`src/design/swtf_pkg.sv`:
```
`timescale 1ns / 1ps
// shared constants, types and helper functions for the sliding window trend fit
// no dependencies
package swtf_pkg;

  localparam int MAX_WINDOW = 512;
  localparam int IDX_W      = $clog2(MAX_WINDOW);
  localparam int CNT_W      = 10;
  localparam int SAMPLE_W   = 32;
  localparam int SY_W       = 42;
  localparam int SW_W       = 52;
  localparam int SX_W       = 17;
  localparam int SXX_W      = 26;
  localparam int PY_W       = CNT_W + SAMPLE_W + 1;
  localparam int HALF_W     = 26;
  localparam int CHUNK_W    = HALF_W + 1;
  localparam int PROD_W     = 2 * CHUNK_W;
  localparam int ACC_W      = 72;
  localparam int D_W        = 33;
  localparam int DD_W       = D_W + 1;
  localparam int FRAC_SH    = 17;
  localparam int DIV_W      = 90;
  localparam int DIV_STEPS  = DIV_W / 2;
  localparam int DCNT_W     = $clog2(DIV_STEPS);
  localparam int RES_W      = 48;
  localparam int OP_W       = 4;

  localparam logic [CNT_W-1:0] WIN_MIN   = CNT_W'(2);
  localparam logic [CNT_W-1:0] WIN_MAX   = CNT_W'(MAX_WINDOW);
  localparam logic [CNT_W-1:0] WIN_RESET = CNT_W'(365);

  typedef enum logic [1:0] {
    SM_N,
    SM_SX,
    SM_SXX
  } small_e;

  typedef enum logic [1:0] {
    WD_SXX,
    WD_SX,
    WD_SW,
    WD_SY
  } wide_e;

  typedef enum logic [1:0] {
    GRP_DEN,
    GRP_SLOPE,
    GRP_ICPT
  } group_e;

  typedef struct packed {
    small_e     sm;
    wide_e      wd;
    logic       hi;
    logic       sub;
  } op_t;

  typedef struct packed {
    logic            accept;
    logic            prod_y;
    logic            upd_sums;
    logic            mul;
    logic            acc;
    logic            cap_d;
    logic            div_start;
    logic            cap_res;
    logic            out_load;
    logic [OP_W-1:0] op;
  } cmd_t;

  typedef struct packed {
    logic fit_ok;
    logic div_busy;
  } status_t;

  function automatic logic [CNT_W-1:0] clamp_window(input logic [CNT_W-1:0] v);
    logic [CNT_W-1:0] r;
    r = v;
    if (v < WIN_MIN) r = WIN_MIN;
    else if (v > WIN_MAX) r = WIN_MAX;
    return r;
  endfunction

  function automatic op_t op_decode(input logic [OP_W-1:0] op);
    op_t o;
    o.hi  = op[0];
    o.sub = op[1];
    case (op[3:2])
      GRP_DEN: begin
        o.sm = op[1] ? SM_SX : SM_N;
        o.wd = op[1] ? WD_SX : WD_SXX;
      end
      GRP_SLOPE: begin
        o.sm = op[1] ? SM_SX : SM_N;
        o.wd = op[1] ? WD_SY : WD_SW;
      end
      default: begin
        o.sm = op[1] ? SM_SX : SM_SXX;
        o.wd = op[1] ? WD_SW : WD_SY;
      end
    endcase
    return o;
  endfunction

endpackage

```
`src/design/swtf_ctrl.sv`:
```
`timescale 1ns / 1ps
// controller: sequences sum update, multiply groups, divisions and result hand-off
// depends on swtf_pkg
module swtf_ctrl (
  input  logic              clk_i,
  input  logic              rst_ni,
  input  logic              in_valid_i,
  output logic              in_stall_o,
  output logic              out_valid_o,
  input  logic              out_stall_i,
  input  swtf_pkg::status_t status_i,
  output swtf_pkg::cmd_t    cmd_o
);

  typedef enum logic [3:0] {
    ST_IDLE,
    ST_UPD1,
    ST_UPD2,
    ST_CHK,
    ST_MUL,
    ST_ACC,
    ST_DSTART,
    ST_DWAIT,
    ST_FIN
  } state_e;

  state_e                      state_q;
  logic [swtf_pkg::OP_W-1:0]   op_q;
  logic                        out_valid_q;
  logic                        out_free;

  assign out_free = !out_valid_q || !out_stall_i;

  always_comb begin
    cmd_o           = '0;
    cmd_o.op        = op_q;
    cmd_o.accept    = (state_q == ST_IDLE) && in_valid_i;
    cmd_o.prod_y    = state_q == ST_UPD1;
    cmd_o.upd_sums  = state_q == ST_UPD2;
    cmd_o.mul       = state_q == ST_MUL;
    cmd_o.acc       = state_q == ST_ACC;
    cmd_o.cap_d     = (state_q == ST_DSTART) && (op_q[3:2] == swtf_pkg::GRP_DEN);
    cmd_o.div_start = (state_q == ST_DSTART) && (op_q[3:2] != swtf_pkg::GRP_DEN);
    cmd_o.cap_res   = (state_q == ST_DWAIT) && !status_i.div_busy;
    cmd_o.out_load  = (state_q == ST_FIN) && out_free;
  end

  always_ff @(posedge clk_i or negedge rst_ni) begin
    if (!rst_ni) begin
      state_q     <= ST_IDLE;
      op_q        <= '0;
      out_valid_q <= 1'b0;
    end else begin
      out_valid_q <= cmd_o.out_load || (out_valid_q && out_stall_i);
      case (state_q)
        ST_IDLE: begin
          if (in_valid_i) state_q <= ST_UPD1;
        end
        ST_UPD1: state_q <= ST_UPD2;
        ST_UPD2: state_q <= ST_CHK;
        ST_CHK: begin
          op_q    <= '0;
          state_q <= status_i.fit_ok ? ST_MUL : ST_FIN;
        end
        ST_MUL: state_q <= ST_ACC;
        ST_ACC: begin
          if (op_q[1:0] != 2'd3) begin
            op_q    <= op_q + 1'b1;
            state_q <= ST_MUL;
          end else begin
            state_q <= ST_DSTART;
          end
        end
        ST_DSTART: begin
          if (op_q[3:2] == swtf_pkg::GRP_DEN) begin
            op_q    <= op_q + 1'b1;
            state_q <= ST_MUL;
          end else begin
            state_q <= ST_DWAIT;
          end
        end
        ST_DWAIT: begin
          if (!status_i.div_busy) begin
            if (op_q[3:2] == swtf_pkg::GRP_SLOPE) begin
              op_q    <= op_q + 1'b1;
              state_q <= ST_MUL;
            end else begin
              state_q <= ST_FIN;
            end
          end
        end
        ST_FIN: begin
          if (out_free) state_q <= ST_IDLE;
        end
        default: state_q <= ST_IDLE;
      endcase
    end
  end

  assign in_stall_o  = state_q != ST_IDLE;
  assign out_valid_o = out_valid_q;

endmodule

```
`config.mk`:
```
export PLATFORM = sky130hd
export DESIGN_NAME = swtf_ctrl
export DESIGN_NICKNAME = d
export VERILOG_FILES = /design/src/design/swtf_pkg.sv /design/src/design/swtf_ctrl.sv
export SDC_FILE = /design/constraint.sdc
export NUM_CORES = 1
export LEC_CHECK = 0
export CAP_MARGIN = 40
export CORE_MARGIN = 2
export CORE_UTILIZATION = 53
export DETAILED_ROUTE_END_ITERATION = 16
export DONT_BUFFER_PORTS = 1
export HOLD_SLACK_MARGIN = 0.06
export PLACE_DENSITY = 0.77
export SLEW_MARGIN = 10
export SYNTH_ARGS = -nofsm -noshare
export SYNTH_HDL_FRONTEND = slang
export SYNTH_SLANG_ARGS = --single-unit
```
`constraint.sdc`:
```
create_clock -name clk_i -period 1.8 [get_ports clk_i]
set_clock_uncertainty 0.15 [all_clocks]
set_input_delay 0.18 -clock clk_i [delete_from_list [all_inputs] [get_ports clk_i]]
set_output_delay 0.18 -clock clk_i [all_outputs]
set_load 0.01 [all_outputs]
```
==> summary by stage, run 1 <==
Outcome
The flow ran to the end, and the final reports show no timing, DRC or antenna violations.

Pwr
The power density over the cells is 1311 nW/um2. The largest vdd supply drop is around 0.62 mV. The leakage component of the power is between 0.3 and 0.4 nW.

Critical path
The dominant cell type by count on the critical path is nor2_1. STA classifies the critical path startpoint as a register. The data arrival time of the critical path is 1.42 ns.

Together, buffers and inverters on the worst path number 1. The critical path's top delay family is simple AND/OR/NAND/NOR gates. The largest stage delay on the critical path is 0.42 ns. The biggest fanout along the worst timing path is 7. The signal on the critical path passes through buf_4 -> nor2_1 -> nand2_1 -> nor2_1. The endpoint type of the worst setup path is a primary output.

The data required time at the worst endpoint is around 1.5 ns. The worst-path cell with the longest stage delay is dfrtp_1. The path type of the worst setup path is register to primary output.

Placement
The half-perimeter wire length of the detailed placement result is approximately 1.2 mm. After detailed placement, the design holds a cell count of 96. The final weighted congestion in routability-driven placement is 0.7950. Timing analysis after detailed placement gives a worst setup slack of ~0.028 ns. The count of buffers from port buffering is 0.

Worst hold path
The tightest min-delay check is of the input pin to register type.

STA
The total count of hold-check failures in the final report came to 0. Based on the critical path, the design can be clocked at up to around 570 MHz. The slew of the pin with the lowest slew margin is around 0.45 ns. Headroom to the max-slew limit came out at between 60 and 70%. After layout, the minimum clock period comes to 1.750 ns. The post-route clock period utilization is between 90 and 100%. The final setup violation count is 0. The final setup slack of the worst path is 0.05042 ns. The final max-slew violation count is 0.

Floorplanning
For this design the top-level I/O count stands at 21. The die outline area is 1603 um2. The initial cell density of the core is about three fifths. The die extent in x is 40.04 um. The core footprint is between 1000 and 1500 um2. The overall die height is 40.04 um. The initialized floorplan defines 12 standard-cell rows.

Synthesis
The synthesized netlist cell count is 77. The net count after synthesis is 84. Summing every instance area after synthesis gives between 600 and 700 um2. The synthesized design spends more area on one cell type than any other, namely dfrtp_1.

After synthesis, the mean cell area works out to 8.937 um2. After synthesis, flip-flops and latches occupy 32.73% of the total area. By area the synthesized netlist is led by dfrtp_1 33%, nor3_1 5.1%, nand2_1 4.9%. The number of distinct library cells after synthesis is 35. Synthesis inferred 9 register bits. The count of yosys warnings during synthesis is 0. Of the post-synthesis cell area, the dominant cell type holds roughly a third.

Routing
The average wire length per cell after detail routing is between 15 and 20 um. The per-cell via count in the routed design is approximately 6.1. The sum of routed wire length over all layers is between 1.5 and 2 mm. The routed layout has around 630 vias. The DRC violations left is 0.

Once detail routing completed, the nets flagged for antenna violations numbered 0. The count of routing violations after the opening detailed-route iteration is 20. The pre-antenna-repair detailed-routing pass consisted of 5 iterations.

Clock tree
Clock tree synthesis selected as its root buffer the cell clkbuf_4. The clock drives 9 sinks. The clock latency at the later pin of the worst-skew pair is approximately 0.26 ns. The clock tree from TritonCTS is done. After clock tree synthesis, the clock-pin slew on the worst setup and hold paths is ~0.06 ns. The maximum root-to-sink buffer count is 2.

The CTS H-tree depth is 1. TritonCTS created 3 clock buffers.

Global routing
The initial antenna violation count was 0. In the global route stage, overall resource usage came out at around a quarter. The number of global-route vias before repair came to ~560. Entering global routing, the biggest net connects 12 pins. Global routing finished with a remaining overflow of 0. The global-route wire length before repair is between 2 and 2.5 mm.

Layout
The post-route non-filler standard cell count is between 100 and 150. The layout has between 90 and 100 filler cells. The area added between synthesis and finish is 20.36%.

The post-layout net count is 98. The fraction of layout cells with a size suffix above 1 is 33.33%. The number of inserted diodes is 0.

Run
The number of max-cap violations is 0.
[registers in the layout (all words and copies together) (netlist names)]
name and flops:
op_q 4, state_q 4, out_valid_o 1
[where the power goes]
group          internal, mW  total, mW  switching (mW)
registers             0.252      0.306          0.0546
clock network        0.0854      0.156          0.0708
logic                 0.244      0.623           0.379
[cell families after synthesis]
logic type                 after synthesis  synth area share (%)
AOI/OAI and AO/OA                       23                 27.09
adders and majority gates                1                 1.818
buffers and inverters                    8                 7.816
DFF                                      9                 32.73
muxes                                    1                 2.181
and+or+nand+nor                         35                 28.37
[cell type report]
| class | count | area (um2) | area share [%] |
|---|---|---|---|
| multi-input cells | 60 | 434.2 | 52.42 |
| inverters | 3 | 11.26 | 1.360 |
| flip-flops and latches | 9 | 226.5 | 27.34 |
| repair buffers | 14 | 112.6 | 13.60 |
| clock buffers | 4 | 26.28 | 3.172 |
| well taps | 14 | 17.52 | 2.115 |
[path summary, 6_finish.rpt]
path,start,to,slack (ns),depth (start not counted)
worst min-delay path,status_i[0],state_q[1]$_DFFE_PN0P_,0.07,4
worst max-delay path,state_q[0]$_DFFE_PN0P_,cmd_o[12],0.05,4
max in group asynchronous,rst_ni,state_q[1]$_DFFE_PN0P_,1.03,1
min in group asynchronous,rst_ni,state_q[0]$_DFFE_PN0P_,0.15,1
worst min register to register,state_q[3]$_DFFE_PN0P_,state_q[0]$_DFFE_PN0P_,0.44,2
worst max register to register,state_q[1]$_DFFE_PN0P_,op_q[0]$_DFFE_PN0P_,0.08,5
[cell usage in the layout, fill, tap and decap left out, drive strengths merged]
| cell | netlist | routed |
|---|---|---|
| a21boi | 1 | 1 |
| a21o | 2 | 2 |
| a21oi | 6 | 6 |
| a31oi | 3 | 3 |
| buf | 5 | 11 |
| clkbuf | 0 | 4 |
| dfrtp | 9 | 9 |
| dlygate4sd3 | 0 | 3 |
| ha | 1 | 1 |
| inv | 3 | 3 |
| mux2 | 1 | 1 |
| nand2 | 9 | 9 |
| nand2b | 3 | 3 |
| nand3 | 1 | 1 |
| nand4 | 1 | 1 |
| nor2 | 7 | 7 |
| nor2b | 1 | 1 |
| nor3 | 7 | 7 |
| nor3b | 1 | 1 |
| nor4 | 2 | 2 |
| o21a | 1 | 1 |
| o21ai | 4 | 4 |
| o22ai | 1 | 1 |
| o311ai | 1 | 1 |
| o31ai | 3 | 3 |
| o41ai | 1 | 1 |
| or2 | 1 | 1 |
| or2b | 2 | 2 |
[metal layers]
metal / vias up / GRT usage (%) / wire length (um)
li1: 305 / - / -
met1: 296 / 28.57 / 713
met2: 30 / 37.50 / 757
met3: 2 / 5.000 / 131
met4: 0 / 14.66 / 8
met5: - / 0 / 0
[cell usage after synthesis, drive strengths merged]
master	count
inv	3
o21a	1
o41ai	1
or2	1
nor4	2
dfrtp	9
nor3b	1
a21oi	6
nand3	1
nor2	7
a31oi	3
o31ai	3
o311ai	1
nand2	9
ha	1
or2b	2
buf	5
nor2b	1
nand4	1
o21ai	4
a21o	2
o22ai	1
a21boi	1
nor3	7
mux2	1
nand2b	3
[repair_timing]
item	4_1_cts	5_1_grt
cloned	0	0
gates resized for setup	2	5
endpoints found under the hold margin	13	0
buffers inserted	0	1
pin swaps	0	1
hold buffers	3	0
setup endpoints to repair	2	4
[per-stage QoR]
stage               total power, mW  utilization (%)  cell area [um2]    TNS, ns  hold WS (ns)
detailed placement           0.8738            63.85            738.2          0       -0.2654
floorplan                    0.7897                -            688.2          0       -0.2656
CTS                           1.047            69.16            799.5          0       0.06674
finish                        1.086            71.65            828.3          0       0.06815
global route                  1.166            71.65            828.3  -0.001750       0.07720
global placement             0.8596            63.85            738.2          0       -0.2654
[worst reg2reg max path, delay by kind of cell (launching register included)]
family          cells  cell delay (ns)
compound gates      2             0.61
flops               1             0.46
simple gates        3             0.40
Power figures use the tool's default switching activity.
==> run 2: changes to the inputs <==
--- a/config.mk
+++ b/config.mk
@@ -6,7 +6,6 @@
 export NUM_CORES = 1
 export LEC_CHECK = 0
 export CAP_MARGIN = 40
-export CORE_MARGIN = 2
 export CORE_UTILIZATION = 53
 export DETAILED_ROUTE_END_ITERATION = 16
 export DONT_BUFFER_PORTS = 1
==> run 2 against run 1 <==
  * Sequential cell count unchanged
  * Non-clock buffer count grew 1
  * Total power up 2.4%
  * First-iteration DRC count increased by 55%
  * Fmax fell by 1.2%
  * Core utilization grew 0.76 points
  * Combinational power up 3.5%
  * Via count increased by 1.9%
  * Critical path depth fell by 1
  * Final area rose by 1.1%
  * Count of clock-buffer cells in the layout shrank 1
  * Die area shrank 9.7%
  * Highest routed layer unchanged
==> summary by stage, run 2 (synthesized netlist as in run 1, its figures left out) <==
Layout
The area taken by multi-input logic gates is ~430 um2. The top cell types in the final layout, fill and taps aside, are 12 x buf_4, 9 x nand2_1, 7 x dfrtp_1. Cells fill approximately 72% of the core in the end.

From synthesis to final layout, the design area changed by 21.64%. Leaving out filler cells and counting taps, the final layout contains 105. The most frequent standard cell in the layout excluding fill and tap cells is buf_4.

The sequential cell area is 227.7 um2. After the last flow step, the layout net total stands at between 90 and 100. The number of antenna diodes in the final layout is 0. Once layout is done, the placed cells without fillers occupy between 800 and 900 um2. The fraction of layout cells with a size suffix above 1 is about a third. The fill cell total of the finished layout is 89.

Floorplanning
The overall die height is between 30 and 40 um. The core footprint is around 1200 um2. The count of standard-cell rows is 12. The floorplan step defined a die boundary enclosing between 1000 and 1500 um2. The die is ~38 um wide.

During I/O placement, the number of pins put on the boundary was 21. Once the floorplan was initialized, standard cells occupied approximately 60% of the core.

Pwr
Power spread over the standard cell area amounts to between 1000 and 1500 nW/um2. The leakage component of the power is approximately 0.36 nW. The sum of internal, switching and leakage power is 1.111 mW. The worst-case IR drop observed on VDD is ~0.70 mV.

Routing
In the routed layout, each cell is associated on average with a via count of between 6 and 7. The count of routing violations after the opening detailed-route iteration is 31. The sum of routed wire length over all layers is ~1.6 mm. In the final routed layout, each cell accounts on average for around 15 um.

The antenna violation net count after detailed routing is 0. The first detailed-routing pass ran for 4 iterations. The DRC violations left is 0. The final route contains 645 vias.

STA
Setup repair after global routing could not meet its margin everywhere. The final max-slew violation count is 0. The final period demand of the worst path is 1.772 ns. Static timing analysis puts the maximum clock frequency at around 560 MHz. The final setup violation count is 0. The total count of hold-check failures in the final report was 0.

The post-route clock period utilization is 98.43%. Measured against its own limit, the worst slew margin works out to between 70 and 80%. The slew of the pin with the lowest slew margin is 0.4167 ns. Hold timing on the final database bottoms out at a slack of 0.08110 ns.

Placement
During placement, the flow inserted port buffers numbering 0. The cell area after placement is between 700 and 800 um2. Routability-driven placement finished with a final weighted congestion of 0.8250. The cell count after placement is between 90 and 100. The half-perimeter wire length of the detailed placement result is 1.093 mm.

Clock tree
Clock-pin slew was measured on the worst setup and hold paths at roughly 0.06 ns. The clock net sink count is 9. The number of clock buffers added by TritonCTS is 3. The later pin in the worst-skew pair is clocked with a latency of roughly 0.26 ns. The CTS H-tree depth is 1. The clock tree from TritonCTS is done. The clock passes through at most 2 buffers. The tree is rooted in a clkbuf_4.

Worst hold path
The cell depth of the worst hold path is 4. The worst hold path class is input pin to register. The worst hold path startpoint is status_i[0].

For hold timing, the worst endpoint is state_q[1]$_DFFE_PN0P_.

Run
The number of max-cap violations is 0.

Critical path
Of all nets on the critical path, the largest fanout is 7. The sum of buffers and inverters on the critical path is 1. The worst register-to-register path has a depth of 6.

The worst-path cell with the longest stage delay is dfrtp_2. The data required time at the worst endpoint is 1.47 ns. Walking the worst path, the cells encountered are or2b_4 -> buf_4 -> nor3_2. The category of the worst setup path launch point is a register. The endpoint type of the worst setup path is a primary output.

Among cell families on the critical path, the largest total delay comes from simple AND/OR/NAND/NOR gates. The critical path is of the register to primary output type. The largest stage delay on the critical path is between 0.4 and 0.5 ns. Across all register-to-register paths, the minimum setup slack is approximately 0.070 ns. The startpoint identified for the worst register-to-register timing path is state_q[1]$_DFFE_PN0P_.

The data arrival time of the critical path is 1.44 ns. The endpoint identified for the worst register-to-register timing path is op_q[3]$_DFFE_PN0P_.

Global routing
Entering global routing, the biggest net connects 11 pins. Global routing used 25.25% of the available tracks across all layers. The number of global-route vias before repair is 591. The remaining global-route overflow is 0. The initial antenna violation count is 0. The global-route wire length before repair is between 2 and 2.5 mm.

Outcome
The flow ran to the end, and the final reports show no timing, DRC or antenna violations.
==> run 2: metrics by stage <==
stage               setup WS (ns)  setup TNS, ns
detailed placement        0.05478              0
floorplan                0.005948              0
global placement          0.09630              0
finish                    0.02828              0
global route             -0.02012       -0.04912
CTS                      -0.01465       -0.02854
==> run 2: area by class of cell <==
cell class	count	area share, %
Clock inverter	1	0.5979
Inverter	3	1.345
Multi-Input combinational cell	60	51.72
Timing Repair Buffer	15	14.35
Clock buffer	3	2.691
Tap cell	14	2.093
Sequential cell	9	27.20
==> run 2: how the worst max path moves through the flow <==
stage / startpoint / slack (ns) / depth (start not counted) / to
floorplan: op_q[0]$_DFFE_PN0P_ / 0.006 / 6 / op_q[2]$_DFFE_PN0P_
global route: state_q[1]$_DFFE_PN0P_ / -0.02 / 4 / cmd_o[7]
detailed placement: op_q[0]$_DFFE_PN0P_ / 0.05 / 6 / op_q[2]$_DFFE_PN0P_
CTS: state_q[1]$_DFFE_PN0P_ / -0.01 / 3 / cmd_o[6]
finish: state_q[1]$_DFFE_PN0P_ / 0.03 / 3 / cmd_o[6]
global placement: op_q[3]$_DFFE_PN0P_ / 0.1 / 5 / op_q[0]$_DFFE_PN0P_
==> run 2: layer usage <==
metal	up-vias	routed length, um	GRT usage, %
met5	-	0	0
li1	305	-	-
met2	32	748	37.29
met4	0	8	16.96
met3	2	100	4.651
met1	306	706	33.33
==> run 2: repair_timing <==
item	CTS	global route
pin swaps	0	2
hold buffers	3	0
endpoints found under the setup margin	4	7
hold endpoints to repair	13	0
setup buffers	2	0
gates resized for setup	2	4
==> run 2: where the power goes <==
part / switching (mW) / leakage [nW] / internal [mW] / total, mW
clock: 0.0730 / 0.0177 / 0.0820 / 0.155
combinational: 0.380 / 0.221 / 0.265 / 0.645
sequential: 0.0596 / 0.118 / 0.252 / 0.311
total: 0.513 / 0.357 / 0.599 / 1.11
==> run 2: worst reg2reg max path, cell delays in order, from the launching register on <==
cell and delay [ns]:
dfrtp_2 0.45, buf_4 0.15, mux2_4 0.30, a31oi_4 0.15, o31ai_4 0.14, o21ai_1 0.18
o41ai_2 0.08
==> run 3: changes to the inputs <==
--- a/config.mk
+++ b/config.mk
@@ -7,6 +7,7 @@
 export LEC_CHECK = 0
 export CAP_MARGIN = 40
 export CORE_UTILIZATION = 53
+export CTS_BUF_LIST = sky130_fd_sc_hd__clkbuf_16
 export DETAILED_ROUTE_END_ITERATION = 16
 export DONT_BUFFER_PORTS = 1
 export HOLD_SLACK_MARGIN = 0.06
==> run 3 against run 2 <==
  * Sequential cell count is the same
  * Non-clock buffer count shrank 2
  * First-iteration DRC count shrank 61%
  * Global-route usage grew 0.37 points
  * Largest power group unchanged
  * Highest routed layer unchanged
==> summary by stage, run 3 (synthesized netlist as in run 1, its figures left out) <==
STA
Across all setup checks in the final design, the least slack found is between 0.01 and 0.015 ns. The final max-slew violation count was 0. Subtracting the final worst setup slack from the clock period gives between 1.5 and 2 ns. The worst slew margin relative to its limit is a little over two thirds. Setup violations remaining at the end of the flow were counted as 0. Setup repair after global routing could not meet its margin everywhere. The total count of hold-check failures in the final report is 0. After layout, the worst path uses around 99% of the clock period. Static timing analysis puts the maximum clock frequency at approximately 560 MHz. For the pin with the worst max-slew slack, the measured transition is 0.4391 ns.

Critical path
The critical path runs through a total of 4 cells. The signal on the critical path passes through or2b_4 -> buf_4 -> nor4_2 -> buf_4. The data required time at the worst endpoint is around 1.5 ns.

The critical path starts at state_q[1]$_DFFE_PN0P_. The path type of the worst setup path is register to primary output. Data arrives at the worst endpoint at 1.46 ns.

The dominant cell type by count on the critical path is buf_4. The endpoint type of the worst setup path is a primary output. The worst-path cell with the longest stage delay is dfrtp_2. The largest single stage delay on the critical path is between 0.4 and 0.5 ns. Broken down by cell family, the worst path's largest delay share belongs to simple AND/OR/NAND/NOR gates. The worst register-to-register path ends at op_q[0]$_DFFE_PN0P_.

The timing endpoint of the critical path is cmd_o[7]. Counting cells, the worst reg-to-reg path comes to 5. In this run the worst path has a maximum fanout of 7.

Setup slack on the worst reg-to-reg path comes out at around 0.080 ns. The critical path contains buffers and inverters numbering 2 combined. The launch instance of the worst register-to-register path is state_q[2]$_DFFE_PN0P_. The category of the worst setup path launch point is a register.

Outcome
The flow ran to the end, and the final reports show no timing, DRC or antenna violations.

Placement
The half-perimeter wire length of the detailed placement result is 1.093 mm. Once placement finished, the instance area stood at between 700 and 800 um2. The count of buffers from port buffering is 0. The final weighted congestion in routability-driven placement is 0.8250.

Including well taps, the total number of placed cells is between 90 and 100. The post-place setup slack is between 0.05 and 0.06 ns.

Pwr
VDD sags by at most about 1.3 mV. The leakage component of the power is 0.3672 nW. Dividing total power by cell area gives a power density of between 1500 and 2000 nW/um2.

Global routing
The initial antenna violation count is 0. Global routing used about a quarter of the available tracks across all layers. The remaining global-route overflow is 0. The number of global-route vias before repair came to between 500 and 600. The maximum number of pins on one net before global-route repair is 11. The first global-routing pass estimated about 2.5 mm of wire.

Clock tree
The post-CTS repair timing setup buffer count is 0. In this run the number of H-tree levels came out at 1. Clock-pin slew was measured on the worst setup and hold paths at 0.04 ns.

The number of clock buffers inserted by TritonCTS is 3. The later pin in the worst-skew pair is clocked with a latency of 0.23 ns. TritonCTS built the clock tree. Clock tree synthesis selected as its root buffer the cell clkbuf_16. The maximum root-to-sink buffer count is 2. The clock net sink count is 9.

Layout
The post-route non-filler standard cell count is around 100. The final layout contains 97 nets. Leaving out fill and tap cells, the most frequent cell in the layout is buf_4. Relative to the synthesized area, the layout overhead comes to 26.73%. The fraction of layout cells with a size suffix above 1 is between 30% and 40%.

In the layout the commonest cells are 10 x buf_4, 9 x nand2_1, 7 x dfrtp_1. The finished cells cover ~870 um2. The number of inserted diodes is 0.

Floorplanning
The initial cell density of the core is roughly 60%. The die is 38.04 um tall. The die is 38.04 um wide. The die covers 1447 um2. The core footprint is approximately 1200 um2.

Pin placement for this block handled 21 I/O pins. After floorplanning, the core was divided into 12 placement rows.

Routing
The per-cell via count in the routed design is ~6.1. The detailed router finished its first iteration with 12 violations. The DRC violations left is 0. For this run, the detailed router's first-pass iteration total came to 4. For this block, the routed nets add up to about 1.6 mm of wire. The average wire length per cell after detail routing is between 15 and 20 um.

The antenna violation net count after detailed routing is 0. The total number of vias is roughly 630.

Worst hold path
The worst hold path class is input pin to register.

Run
The tool flagged a number of max-cap violations equal to 0.
==> run 3: cell types whose count changed in the layout (fill, tap and decap cells not counted), sizes merged <==
cell	before	now
buf	12	10
==> run 3: worst reg2reg max path: cells and delay by family (launching register included) <==
kind | cells | cell delay, ns
buffers and inverters | 1 | 0.23
AOI/OAI and AO/OA | 2 | 0.63
and+or+nand+nor | 2 | 0.19
DFF | 1 | 0.43
==> run 3: per-stage QoR <==
| step | util [%] | TNS, ns | hold WS [ns] | power (mW) |
|---|---|---|---|---|
| 2_1_floorplan | - | 0 | -0.2656 | 0.7897 |
| 3_3_place_gp | 63.85 | 0 | -0.2653 | 0.8722 |
| 3_5_place_dp | 63.85 | 0 | -0.2654 | 0.8862 |
| 4_1_cts | 73.48 | 0 | 0.1076 | 1.299 |
| 5_1_grt | 75.43 | -0.08302 | 0.1225 | 1.394 |
| 6_report | 75.43 | 0 | 0.1106 | 1.313 |
==> run 3: how the worst min path moves through the flow <==
stage,start,end,slack (ns),depth (start not counted)
final,status_i[0],state_q[1]$_DFFE_PN0P_,0.11,4
after global routing,status_i[0],state_q[1]$_DFFE_PN0P_,0.12,4
after CTS,status_i[0],state_q[1]$_DFFE_PN0P_,0.11,4
after detailed placement,rst_ni,op_q[1]$_DFFE_PN0P_,-0.27,0
after global placement,rst_ni,out_valid_o$_DFF_PN0_,-0.27,0
after floorplan,rst_ni,op_q[0]$_DFFE_PN0P_,-0.27,0
==> run 3: cell type report <==
class / count / area [um2]
multi-input combinational: 60 / 430.4
timing repair buffer: 13 / 105.1
clock inverter: 1 / 5.005
inverter: 3 / 11.26
sequential: 9 / 227.7
clock buffer: 3 / 75.07
fill: 82 / 284.0
tap: 14 / 17.52
==> run 3: where the power goes <==
group          internal, mW  switching [mW]
sequential            0.253          0.0682
combinational         0.239           0.361
clock                 0.293          0.0999
total                 0.784           0.529
==> run 3: timing repair <==
action / 4_1_cts / 5_1_grt
hold endpoints to repair: 12 / 0
hold buffers: 3 / 0
pin swaps: 0 / 1
endpoints found under the setup margin: 3 / 7
resized for setup: 1 / 6
==> run 3: routing by layer <==
layer | up-vias | part of all wire [%] | global-route usage (%)
li1 | 301 | - | -
met1 | 299 | 45 | 31.82
met2 | 22 | 48 | 41.95
met3 | 4 | 5.0 | 6.395
met4 | 0 | 1.8 | 10.71
met5 | - | 0 | 0
